**src/design/fsmf_pkg.sv**
```systemverilog
// shared types and constants for the first substring match finder
// no dependencies
`default_nettype none

package fsmf_pkg;

   localparam int PATTERN_MAX_DEFAULT = 32;
   localparam int TEXT_MAX_DEFAULT    = 65536;

   typedef enum logic [1:0] {
      CMD_CLEAR  = 2'd0,
      CMD_APPEND = 2'd1,
      CMD_START  = 2'd2,
      CMD_TEXT   = 2'd3
   } cmd_type;

   typedef struct packed {
      cmd_type     command;
      logic [7:0]  data_byte;
      logic [15:0] start_position;
      logic        text_last;
   } req_type;

   typedef struct packed {
      logic        found;
      logic [15:0] match_position;
   } rsp_type;

   typedef struct packed {
      logic text_shift;
      logic pat_shift;
   } cell_ctrl_type;

endpackage

`default_nettype wire

```
**src/design/fsmf_cell.sv**
```systemverilog
// one compare cell: a text window byte and a pattern byte, both shifting on
// depends on fsmf_pkg
`default_nettype none

module fsmf_cell (
   input  wire                    clock,
   input  fsmf_pkg::cell_ctrl_type ctrl,
   input  wire                    in_use,
   input  wire  [7:0]             text_in,
   input  wire  [7:0]             pat_in,
   output logic [7:0]             text_out,
   output logic [7:0]             pat_out,
   output logic                   hit
);
   import fsmf_pkg::*;

   logic [7:0] text_ff;
   logic [7:0] pat_ff;

   always_ff @(posedge clock) begin
      if (ctrl.text_shift) begin
         text_ff <= text_in;
      end
      if (ctrl.pat_shift) begin
         pat_ff <= pat_in;
      end
   end

   // compare against the byte entering this cell
   assign hit      = !in_use || (text_in == pat_ff);
   assign text_out = text_ff;
   assign pat_out  = pat_ff;

endmodule

`default_nettype wire

```
**src/design/fsmf_chain.sv**
```systemverilog
// row of compare cells holding the text window and the reversed pattern
// depends on fsmf_pkg and fsmf_cell
`default_nettype none

module fsmf_chain #(
   parameter int PATTERN_MAX = fsmf_pkg::PATTERN_MAX_DEFAULT,
   parameter int LW          = $clog2(PATTERN_MAX + 1)
) (
   input  wire                     clock,
   input  fsmf_pkg::cell_ctrl_type ctrl,
   input  wire  [7:0]              text_byte,
   input  wire  [7:0]              pat_byte,
   input  wire  [LW-1:0]           pat_len,
   output logic                    all_hit
);
   import fsmf_pkg::*;

   logic [7:0]             text_link [0:PATTERN_MAX-1];
   logic [7:0]             pat_link  [0:PATTERN_MAX-1];
   logic [7:0]             text_q    [0:PATTERN_MAX-1];
   logic [7:0]             pat_q     [0:PATTERN_MAX-1];
   logic [PATTERN_MAX-1:0] hit_vec;

   assign text_link[0] = text_byte;
   assign pat_link[0]  = pat_byte;

   for (genvar j = 0; j < PATTERN_MAX; j++) begin : g_cell
      if (j > 0) begin : g_link
         assign text_link[j] = text_q[j-1];
         assign pat_link[j]  = pat_q[j-1];
      end
      fsmf_cell u_cell (
         .clock    (clock),
         .ctrl     (ctrl),
         .in_use   (LW'(j) < pat_len),
         .text_in  (text_link[j]),
         .pat_in   (pat_link[j]),
         .text_out (text_q[j]),
         .pat_out  (pat_q[j]),
         .hit      (hit_vec[j])
      );
   end

   assign all_hit = &hit_vec;

endmodule

`default_nettype wire

```
**src/design/first_substring_match_finder_top.sv**
```systemverilog
// first substring match finder: command decode, search control, result register
// depends on fsmf_pkg, fsmf_chain and fsmf_cell
`default_nettype none

// Streams text one transaction per cycle and reports the first index at or after
// the search start where the stored pattern occurs. A new transaction is taken each
// cycle while the result register is free or being drained. The pattern and the
// last PATTERN_MAX text bytes sit in a row of PATTERN_MAX cells, and all cells
// compare in the cycle the text byte arrives, so a result is registered in the
// cycle after the transaction that completes the match, the final text byte, or
// a start with an empty pattern.

module first_substring_match_finder_top #(
   parameter int PATTERN_MAX = fsmf_pkg::PATTERN_MAX_DEFAULT,
   parameter int TEXT_MAX    = fsmf_pkg::TEXT_MAX_DEFAULT
) (
   input  wire               clock,
   input  wire               reset,
   input  wire               req_valid,
   output logic              req_ready,
   input  fsmf_pkg::req_type req_payload,
   output logic              rsp_valid,
   input  wire               rsp_ready,
   output fsmf_pkg::rsp_type rsp_payload
);
   import fsmf_pkg::*;

   localparam int LW = $clog2(PATTERN_MAX + 1);
   localparam int IW = $clog2(TEXT_MAX + 1);
   localparam int PW = (IW > 16) ? IW : 16;

   logic [LW-1:0] len_ff, len_in;
   logic [IW-1:0] idx_ff, idx_in;
   logic [15:0]   start_ff, start_in;
   logic          active_ff, active_in;
   logic          rsp_valid_ff, rsp_valid_in;
   rsp_type       rsp_ff, rsp_in;

   logic          req_fire;
   logic          result;
   logic          all_hit;
   cell_ctrl_type ctrl;
   logic [IW-1:0] idx_next;
   logic [PW-1:0] idx_ext;
   logic [PW-1:0] len_ext;
   logic [PW-1:0] diff;
   logic          window_match;

   assign req_ready = !rsp_valid_ff || rsp_ready;
   assign req_fire  = req_valid && req_ready;

   assign idx_next = idx_ff + IW'(1);
   assign idx_ext  = PW'(idx_next);
   assign len_ext  = PW'(len_ff);
   assign diff     = idx_ext - len_ext;

   assign window_match = all_hit && (len_ff != '0) && (idx_ext >= len_ext)
                         && (diff >= PW'(start_ff));

   fsmf_chain #(
      .PATTERN_MAX (PATTERN_MAX),
      .LW          (LW)
   ) u_chain (
      .clock     (clock),
      .ctrl      (ctrl),
      .text_byte (req_payload.data_byte),
      .pat_byte  (req_payload.data_byte),
      .pat_len   (len_ff),
      .all_hit   (all_hit)
   );

   always_comb begin
      len_in          = len_ff;
      idx_in          = idx_ff;
      start_in        = start_ff;
      active_in       = active_ff;
      ctrl.text_shift = 1'b0;
      ctrl.pat_shift  = 1'b0;
      result          = 1'b0;
      rsp_in          = rsp_ff;
      if (req_fire) begin
         unique case (req_payload.command)
            CMD_CLEAR: begin
               len_in = '0;
            end
            CMD_APPEND: begin
               if (len_ff < LW'(PATTERN_MAX)) begin
                  ctrl.pat_shift = 1'b1;
                  len_in         = len_ff + LW'(1);
               end
            end
            CMD_START: begin
               start_in = req_payload.start_position;
               idx_in   = '0;
               if (len_ff == '0) begin
                  active_in             = 1'b0;
                  result                = 1'b1;
                  rsp_in.found          = 1'b1;
                  rsp_in.match_position = req_payload.start_position;
               end else begin
                  active_in = 1'b1;
               end
            end
            CMD_TEXT: begin
               if (active_ff) begin
                  if (idx_ff < IW'(TEXT_MAX)) begin
                     ctrl.text_shift = 1'b1;
                     idx_in          = idx_next;
                  end
                  if ((idx_ff < IW'(TEXT_MAX)) && window_match) begin
                     active_in             = 1'b0;
                     result                = 1'b1;
                     rsp_in.found          = 1'b1;
                     rsp_in.match_position = diff[15:0];
                  end else if (req_payload.text_last) begin
                     active_in             = 1'b0;
                     result                = 1'b1;
                     rsp_in.found          = 1'b0;
                     rsp_in.match_position = '0;
                  end
               end
            end
            default: begin
               len_in = len_ff;
            end
         endcase
      end
      if (result) begin
         rsp_valid_in = 1'b1;
      end else if (rsp_ready) begin
         rsp_valid_in = 1'b0;
      end else begin
         rsp_valid_in = rsp_valid_ff;
      end
   end

   always_ff @(posedge clock) begin
      if (reset) begin
         len_ff       <= '0;
         idx_ff       <= '0;
         start_ff     <= '0;
         active_ff    <= 1'b0;
         rsp_valid_ff <= 1'b0;
      end else begin
         len_ff       <= len_in;
         idx_ff       <= idx_in;
         start_ff     <= start_in;
         active_ff    <= active_in;
         rsp_valid_ff <= rsp_valid_in;
      end
   end

   always_ff @(posedge clock) begin
      rsp_ff <= rsp_in;
   end

   assign rsp_valid   = rsp_valid_ff;
   assign rsp_payload = rsp_ff;

   a_len_range: assert property (@(posedge clock) disable iff (reset)
      len_ff <= LW'(PATTERN_MAX))
      else $error("pattern length beyond capacity");

   a_idx_range: assert property (@(posedge clock) disable iff (reset)
      idx_ff <= IW'(TEXT_MAX))
      else $error("text index beyond range");

   a_not_found_zero: assert property (@(posedge clock) disable iff (reset)
      (rsp_valid_ff && !rsp_ff.found) |-> (rsp_ff.match_position == 16'd0))
      else $error("not-found result carries a position");

   a_result_ends_search: assert property (@(posedge clock) disable iff (reset)
      (req_fire && (req_payload.command == CMD_TEXT) && result) |=> !active_ff)
      else $error("search still active after its result");

endmodule

`default_nettype wire

```
**config.mk**
```make
export PLATFORM = sky130hd
export DESIGN_NAME = first_substring_match_finder_top
export DESIGN_NICKNAME = d
export VERILOG_FILES = /design/src/design/fsmf_pkg.sv /design/src/design/fsmf_cell.sv /design/src/design/fsmf_chain.sv /design/src/design/first_substring_match_finder_top.sv
export SDC_FILE = /design/constraint.sdc
export NUM_CORES = 1
export LEC_CHECK = 0
export BUFFER_PORTS_ARGS = -buffer_cell sky130_fd_sc_hd__buf_2
export CAP_MARGIN = 20
export CORE_MARGIN = 2
export CORE_UTILIZATION = 40
export DETAILED_ROUTE_END_ITERATION = 10
export GPL_ROUTABILITY_DRIVEN = 0
export SLEW_MARGIN = 20
export SYNTH_ARGS = -nofsm -noshare
export SYNTH_HDL_FRONTEND = slang
export SYNTH_SLANG_ARGS = --single-unit
```
**constraint.sdc**
```tcl
create_clock -name clock -period 45 [get_ports clock]
set_clock_uncertainty 0.1 [all_clocks]
set_input_delay 4.5 -clock clock [delete_from_list [all_inputs] [get_ports clock]]
set_output_delay 4.5 -clock clock [all_outputs]
set_load 0.05 [all_outputs]
```
==> impl_metrics.json, run 1 <==
{
  "grt_pass1_wl_mm": 63.66,
  "final.setup.tns_ps": 0,
  "reg_area_um2": 16470,
  "cts-root-to-sink-buffers": 3,
  "critPathRequiredTime_ps": 40400,
  "core.rowCount": 85,
  "min_delay_path_depth": 0,
  "final_core_utilization_pct": 45.87,
  "pin_count": 50,
  "worst_hold_path_type": "reg -> reg",
  "dpl-instance-area_um2": 22990,
  "critPathLaunchType": "primary input",
  "internal-power_uw": 842.6,
  "start_util_pct": 40.59,
  "area_growth_pct": 13.00,
  "cp_max_fo": 4,
  "fraction_of_final_layout_cells_sized_beyond_drive_strength_1_pct": 9.826,
  "synth.lib_cells_used.distinct": 62,
  "share_seq_of_total_power_pct": 54.8,
  "synthesis.area_per_instance_um2": 16.05,
  "remaining_design_rule_violation_count": 0,
  "share_of_total_power_consumed_by_net_switching_pct": 20.26,
  "post_synth_main_area_contributors": "edfxtp_1, xor2_1, xnor2_1",
  "reg2reg_slack_ps": 38650,
  "p_clk_share_pct": 42.6,
  "wl_per_cell_um": 19.05,
  "multi_input_gate_area_in_the_final_layout_um2": 5233,
  "largest_net_degree_at_the_start_of_global_routing": 161,
  "r2r_cells": 19,
  "hold_start": "u_chain.g_cell[27].u_cell.pat_out[7]",
  "crit_path_cell_trace": "buf_2, nand2b_1, buf_2",
  "synth.largest_area_cell": "edfxtp_1",
  "cp_slowest_cell": "buf_2",
  "gate_count_post_synth": 1366,
  "maxCapViolCount": 0,
  "combinationalPowerShare_pct": 2.6,
  "cts_tree": "yes",
  "worst-setup-path-type": "in -> out",
  "maximum_operating_frequency_ghz": 0.1041,
  "drt_iter0_drc": 1069,
  "fin_crit_ps": 9610,
  "setup_viol": 0,
  "n_fill_cell": 4684,
  "num_clock_sinks": 562,
  "via_density": 5.135,
  "timing_hold_violations_final": 0,
  "num_vias": 11255,
  "synth_top_cell_area_share_pct": 71.34,
  "synth_enable_flop_cells": 521,
  "core_region_area_um2": 54030,
  "total_setup_buffers_inserted_after_cts": 0,
  "antenna_found_initial": 2,
  "yosys_register_bits": 562,
  "syn-cell-area_um2": 21930,
  "die_h_um": 238.1,
  "timing.critical_path.mode_cell": "buf_2",
  "fp.dieW_um": 238.1,
  "cts.htree.levels": 2,
  "synth-warning-count": 0,
  "run_status": "finished, final reports clean",
  "dieArea_um2": 56710,
  "timing.rr.start": "len_ff[1]",
  "yosys.cell_count.top_type": "edfxtp_1",
  "crit_path_max_cell_delay_ps": 290,
  "final_global_route_overflow_total": 0,
  "grt_pass1_vias": 11278,
  "synth_top_cells_by_count": "edfxtp_1, xor2_1, xnor2_1",
  "power_per_cell_area_nw_per_um2": 42.64,
  "place_hpwl_mm": 27.57,
  "postSynth.topFlopCell": "edfxtp_1",
  "crit_arrival_ps": 5010,
  "dr.pass1.iters": 5,
  "power.ir.vdd_worst_mv": 0.03306,
  "layout_worst_path_cycle_share_pct": 21.35,
  "synth-seq-area-share_pct": 75.08,
  "synth-async-reset-ratio_pct": 0,
  "r2r_end": "rsp_payload[1]",
  "postRouteWirelength_mm": 41.77,
  "io_buffers": 49,
  "max-slew-margin-rel_pct": 34.79,
  "cts_hold_buf": 0,
  "final_max_slew_viol_count": 0,
  "power.switching_uw": 214.1,
  "insertedDiodeCount": 0,
  "setup.worst_path.end_class": "output pin",
  "timing.hold.worst_endpoint": "u_chain.g_cell[28].u_cell.pat_out[7]",
  "final_nets": 1507,
  "clkSlewWorstSetupHoldPaths_ps": 60,
  "cts_repair_resize_count": 0,
  "ant_nets": 0,
  "grt_setup_unrepaired": "false",
  "worst-slew-pin-transition_ps": 978.2,
  "worstSkewPairLatency_ps": 610,
  "total_leakage_power_uw": 0.008076,
  "cts_buffers": 56,
  "finish.instance_area_um2": 24780,
  "gr-usage-all-layers_pct": 14.73,
  "clock_tree.root_cell": "clkbuf_16",
  "synth_fp_nets": 1423
}
[routing by layer]
| layer | vias to the layer above | GRT usage (%) | routed length, um |
|---|---|---|---|
| met5 | - | 0 | 0 |
| met4 | 0 | 3.750 | 780 |
| met3 | 65 | 2.950 | 2103 |
| met2 | 268 | 24.67 | 20680 |
| met1 | 5638 | 19.72 | 18200 |
| li1 | 5284 | - | - |
[how the worst max path moves through the flow]
stage                     startpoint                                   to  slack (ps)  cells after the start
after floorplan            rsp_ready  u_chain.g_cell[0].u_cell.pat_out[0]       19830                      4
after global placement     rsp_ready                            req_ready       35390                      3
after detailed placement   rsp_ready                            req_ready       35400                      3
after CTS                  rsp_ready                            req_ready       35400                      3
after global routing       rsp_ready                            req_ready       35340                      3
final                      rsp_ready                            req_ready       35390                      3
[logic make-up after synthesis]
| family | Yosys count | share of synthesized area (%) |
|---|---|---|
| muxes | 1 | 0.04565 |
| buffers and inverters | 59 | 1.090 |
| AOI/OAI and AO/OA | 138 | 4.000 |
| xor gates and xnor gates | 286 | 11.42 |
| adders and majority gates | 26 | 1.518 |
| and+or+nand+nor | 294 | 6.841 |
| DFF | 562 | 75.08 |
[layout make-up]
type | count | area share [%]
multi-input cells | 745 | 21.11
clock buffers | 71 | 6.089
well taps | 696 | 3.514
clock inverters | 33 | 1.035
repair buffers | 56 | 1.333
flip-flops and latches | 562 | 66.44
inverters | 29 | 0.4696
[power by group through the flow]
stage          Combinational [uW]  Sequential [uW]  Clock (uW)
6_report                     27.2              579         450
5_1_grt                      30.1              580         481
4_1_cts                      27.4              579         459
3_5_place_dp                 27.3              590           0
3_3_place_gp                 27.0              590           0
2_1_floorplan                16.1              596           0
[sequential cells by signal, summed over array words and instances (netlist names)]
| name | count |
|---|---|
| active_ff | 1 |
| rsp_valid | 1 |
| idx_ff | 17 |
| len_ff | 6 |
| u_chain.g_cell.u_cell.pat_out | 256 |
| start_ff | 16 |
| rsp_payload | 17 |
| u_chain.g_cell.u_cell.text_out | 248 |
[stage by stage]
step,power [uW],hold WS [ps],std cells,setup slack [ps]
finish,1057,351.3,2192,35390
detailed placement,617.8,350.3,2087,35400
floorplan,611.9,336.3,1366,19830
CTS,1066,356.9,2191,35400
global placement,617.1,342.1,2087,35390
global route,1091,365.1,2192,35340
[critical path: cells and delay by family]
| kind | cells | cell delay (ps) |
|---|---|---|
| buffers and inverters | 2 | 360 |
| AND/OR/NAND/NOR | 1 | 150 |
[placed cells by master (no fill, tap or decap), types with 3 or more instances in the layout]
cell and n:
nand2_1 94, a21oi_1 48, o22ai_1 10, nor4_1 45
nand3_1 27, a22oi_1 17, a311oi_1 3, clkbuf_8 3
inv_1 28, nand2b_1 4, dfxtp_1 41, clkinv_1 16
clkbuf_16 57, nor3_1 9, nor2_1 42, xnor2_1 130
or3_1 7, a21o_1 5, and3_1 5, edfxtp_1 521
o21ai_0 23, buf_4 5, ha_1 25, a211oi_1 6
o211ai_1 4, xor2_1 156, buf_2 49, clkbuf_1 11
clkinv_2 10, bufinv_16 4, nand4_1 36, and2_1 6
Note: power is estimated with default switching activity, not from simulation.
==> run 2, diff against run 1 <==
==> constraint.sdc (replaced) <==
create_clock -name clock -period 8.5 [get_ports clock]
set_clock_uncertainty 0.1 [all_clocks]
set_input_delay 0.85 -clock clock [delete_from_list [all_inputs] [get_ports clock]]
set_output_delay 0.85 -clock clock [all_outputs]
set_load 0.05 [all_outputs]
==> run 2 against run 1 <==
Via count fell by 1.2%. Routed wire length rose by 0.39%. Hold slack got worse by 5.1 ps. Flip-flop and latch count did not move. Critical path type is now reg -> reg. Largest cell class unchanged.
==> impl_metrics.json, run 2 (synthesized netlist as in run 1, its figures left out) <==
{
  "total_leakage_power_uw": 0.008127,
  "gr-usage-all-layers_pct": 14.68,
  "cts.htree.levels": 2,
  "setup.worst_path.end_class": "flop",
  "r2r_end": "rsp_payload[3]",
  "critical_path_buf_inv_count": 0,
  "fin_crit_ps": 5504,
  "total_setup_buffers_inserted_after_cts": 0,
  "clock_tree.root_cell": "clkbuf_16",
  "hold_start": "req_payload[20]",
  "wl_per_cell_um": 19.15,
  "die_h_um": 238.1,
  "start_util_pct": 40.59,
  "timing_hold_violations_final": 0,
  "drt_iter0_drc": 859,
  "cts_repair_resize_count": 0,
  "final.setup.tns_ps": 0,
  "grt_pass1_wl_mm": 63.54,
  "cts_buffers": 57,
  "power_per_cell_area_nw_per_um2": 230.6,
  "finish.cell_count_without_fillers": 2190,
  "dieArea_um2": 56710,
  "fp.dieW_um": 238.1,
  "crit_path_cell_trace": "ha_1, nand3_1, xnor2_1, ha_1, o21ai_0, o21bai_1, a21o_1, a211oi_2, or4b_1, o21ai_0, xor2_1, ha_1, nand4_1, nor2_1, o311ai_0, o211ai_1, a311oi_1, nor4_1, and2_1, nand3_1, nand2_1",
  "dr.pass1.iters": 5,
  "io_buffers": 49,
  "pin_count": 50,
  "final_core_utilization_pct": 46.11,
  "dominant_delay_contributor_by_cell_family_on_the_critical_path": "simple AND/OR/NAND/NOR gates",
  "grt_pass1_vias": 11263,
  "reg2reg_slack_ps": 3000,
  "num_clock_sinks": 562,
  "logic_depth_of_the_worst_path_buffers_included": 21,
  "run_status": "finished, final reports clean",
  "clkSlewWorstSetupHoldPaths_ps": 60,
  "crit_arrival_ps": 5870,
  "maximum_operating_frequency_ghz": 0.1817,
  "largest_net_degree_at_the_start_of_global_routing": 159,
  "num_vias": 11116,
  "dp.cells": 2086,
  "timing.rr.start": "idx_ff[0]",
  "area_growth_pct": 13.61,
  "grt_setup_unrepaired": "false",
  "via_density": 5.076,
  "timing.hold.worst_endpoint": "u_chain.g_cell[0].u_cell.pat_out[3]",
  "ant_nets": 0,
  "cp_max_fo": 18,
  "min_delay_path_depth": 1,
  "layout_common_cells": "edfxtp_1, xor2_1, xnor2_1, nand2_1, clkbuf_16",
  "worst-setup-path-type": "reg -> reg",
  "crit_path_max_cell_delay_ps": 630,
  "remaining_design_rule_violation_count": 0,
  "antenna_found_initial": 1,
  "core_region_area_um2": 54030,
  "r2r_cells": 21,
  "final_nets": 1506,
  "layout_worst_path_cycle_share_pct": 64.75,
  "worst_hold_path_type": "in -> reg",
  "worst-slew-pin-transition_ps": 1006,
  "cts_hold_buf": 0,
  "timing.critical_path.mode_cell": "ha_1",
  "worstSkewPairLatency_ps": 610,
  "postRouteWirelength_mm": 41.93,
  "insertedDiodeCount": 0,
  "final_max_slew_viol_count": 0,
  "cts-root-to-sink-buffers": 3,
  "cts_tree": "yes",
  "core.rowCount": 85,
  "max-slew-margin-rel_pct": 32.34,
  "setup_viol": 0,
  "fraction_of_final_layout_cells_sized_beyond_drive_strength_1_pct": 10.24,
  "critPathLaunchType": "flop",
  "cp_slowest_cell": "and2_1",
  "largest_reg_flops": 256,
  "power.ir.vdd_worst_mv": 0.1444,
  "final_global_route_overflow_total": 0,
  "critPathRequiredTime_ps": 8870,
  "layout.cells.most_common": "edfxtp_1",
  "place_hpwl_mm": 27.87,
  "maxCapViolCount": 0
}
run 2: cell count changes in the layout (fill, tap and decap cells not counted), moves of 2 or more:
cell	previous run	this run
clkinv_1	16	10
bufinv_16	4	8
buf_4	5	3
clkinv_8	0	2
clkinvlp_4	0	2
run 2: worst max-delay path by stage:
| stage | start | end | slack (ps) |
|---|---|---|---|
| floorplan | rsp_ready | u_chain.g_cell[0].u_cell.pat_out[0] | 50 |
| global placement | idx_ff[0] | active_ff | 3290 |
| detailed placement | idx_ff[0] | rsp_payload[3] | 3100 |
| CTS | idx_ff[0] | rsp_payload[3] | 3060 |
| global route | idx_ff[0] | rsp_payload[4] | 2460 |
| finish | idx_ff[0] | rsp_payload[3] | 3000 |
run 2: worst register-to-register path: cells and delay by family, from the launching register on:
kind / cells / cell delay [ps]
AO/OA/AOI/OAI: 8 / 1340
XOR/XNOR: 2 / 370
adder cells (fa/ha/maj): 3 / 1000
flip-flops: 1 / 430
AND/OR/NAND/NOR: 8 / 2110
run 2: layout make-up:
class | count | area (um2)
clock inverter | 33 | 387.9
fill | 4671 | 29110
clock buffer | 71 | 1519
inverter | 29 | 116.4
multi-input combinational | 745 | 5246
timing repair buffer | 54 | 307.8
sequential | 562 | 16470
tap | 696 | 870.8
run 2: through the flow:
stage          instance area, um2  hold slack (ps)  power, uW  setup WS, ps
5_1_grt                     24910            332.8       5918          2461
3_3_place_gp                23000            343.3       3268          3294
6_report                    24910            346.1       5745          2996
4_1_cts                     24910            307.0       5810          3055
3_5_place_dp                23010            346.3       3271          3101
2_1_floorplan               21950            336.3       3222         50.69
run 2: where the power goes:
group	switching, uW	internal, uW	total, uW
sequential	25.8	3040	3070
combinational	95.2	47.9	143
clock	1030	1510	2530
run 2: per-layer routing:
layer | GRT usage, % | wire length (um)
met2 | 25.04 | 20930
met4 | 4.981 | 1118
met5 | 0 | 15
met1 | 18.97 | 17770
met3 | 2.638 | 2092
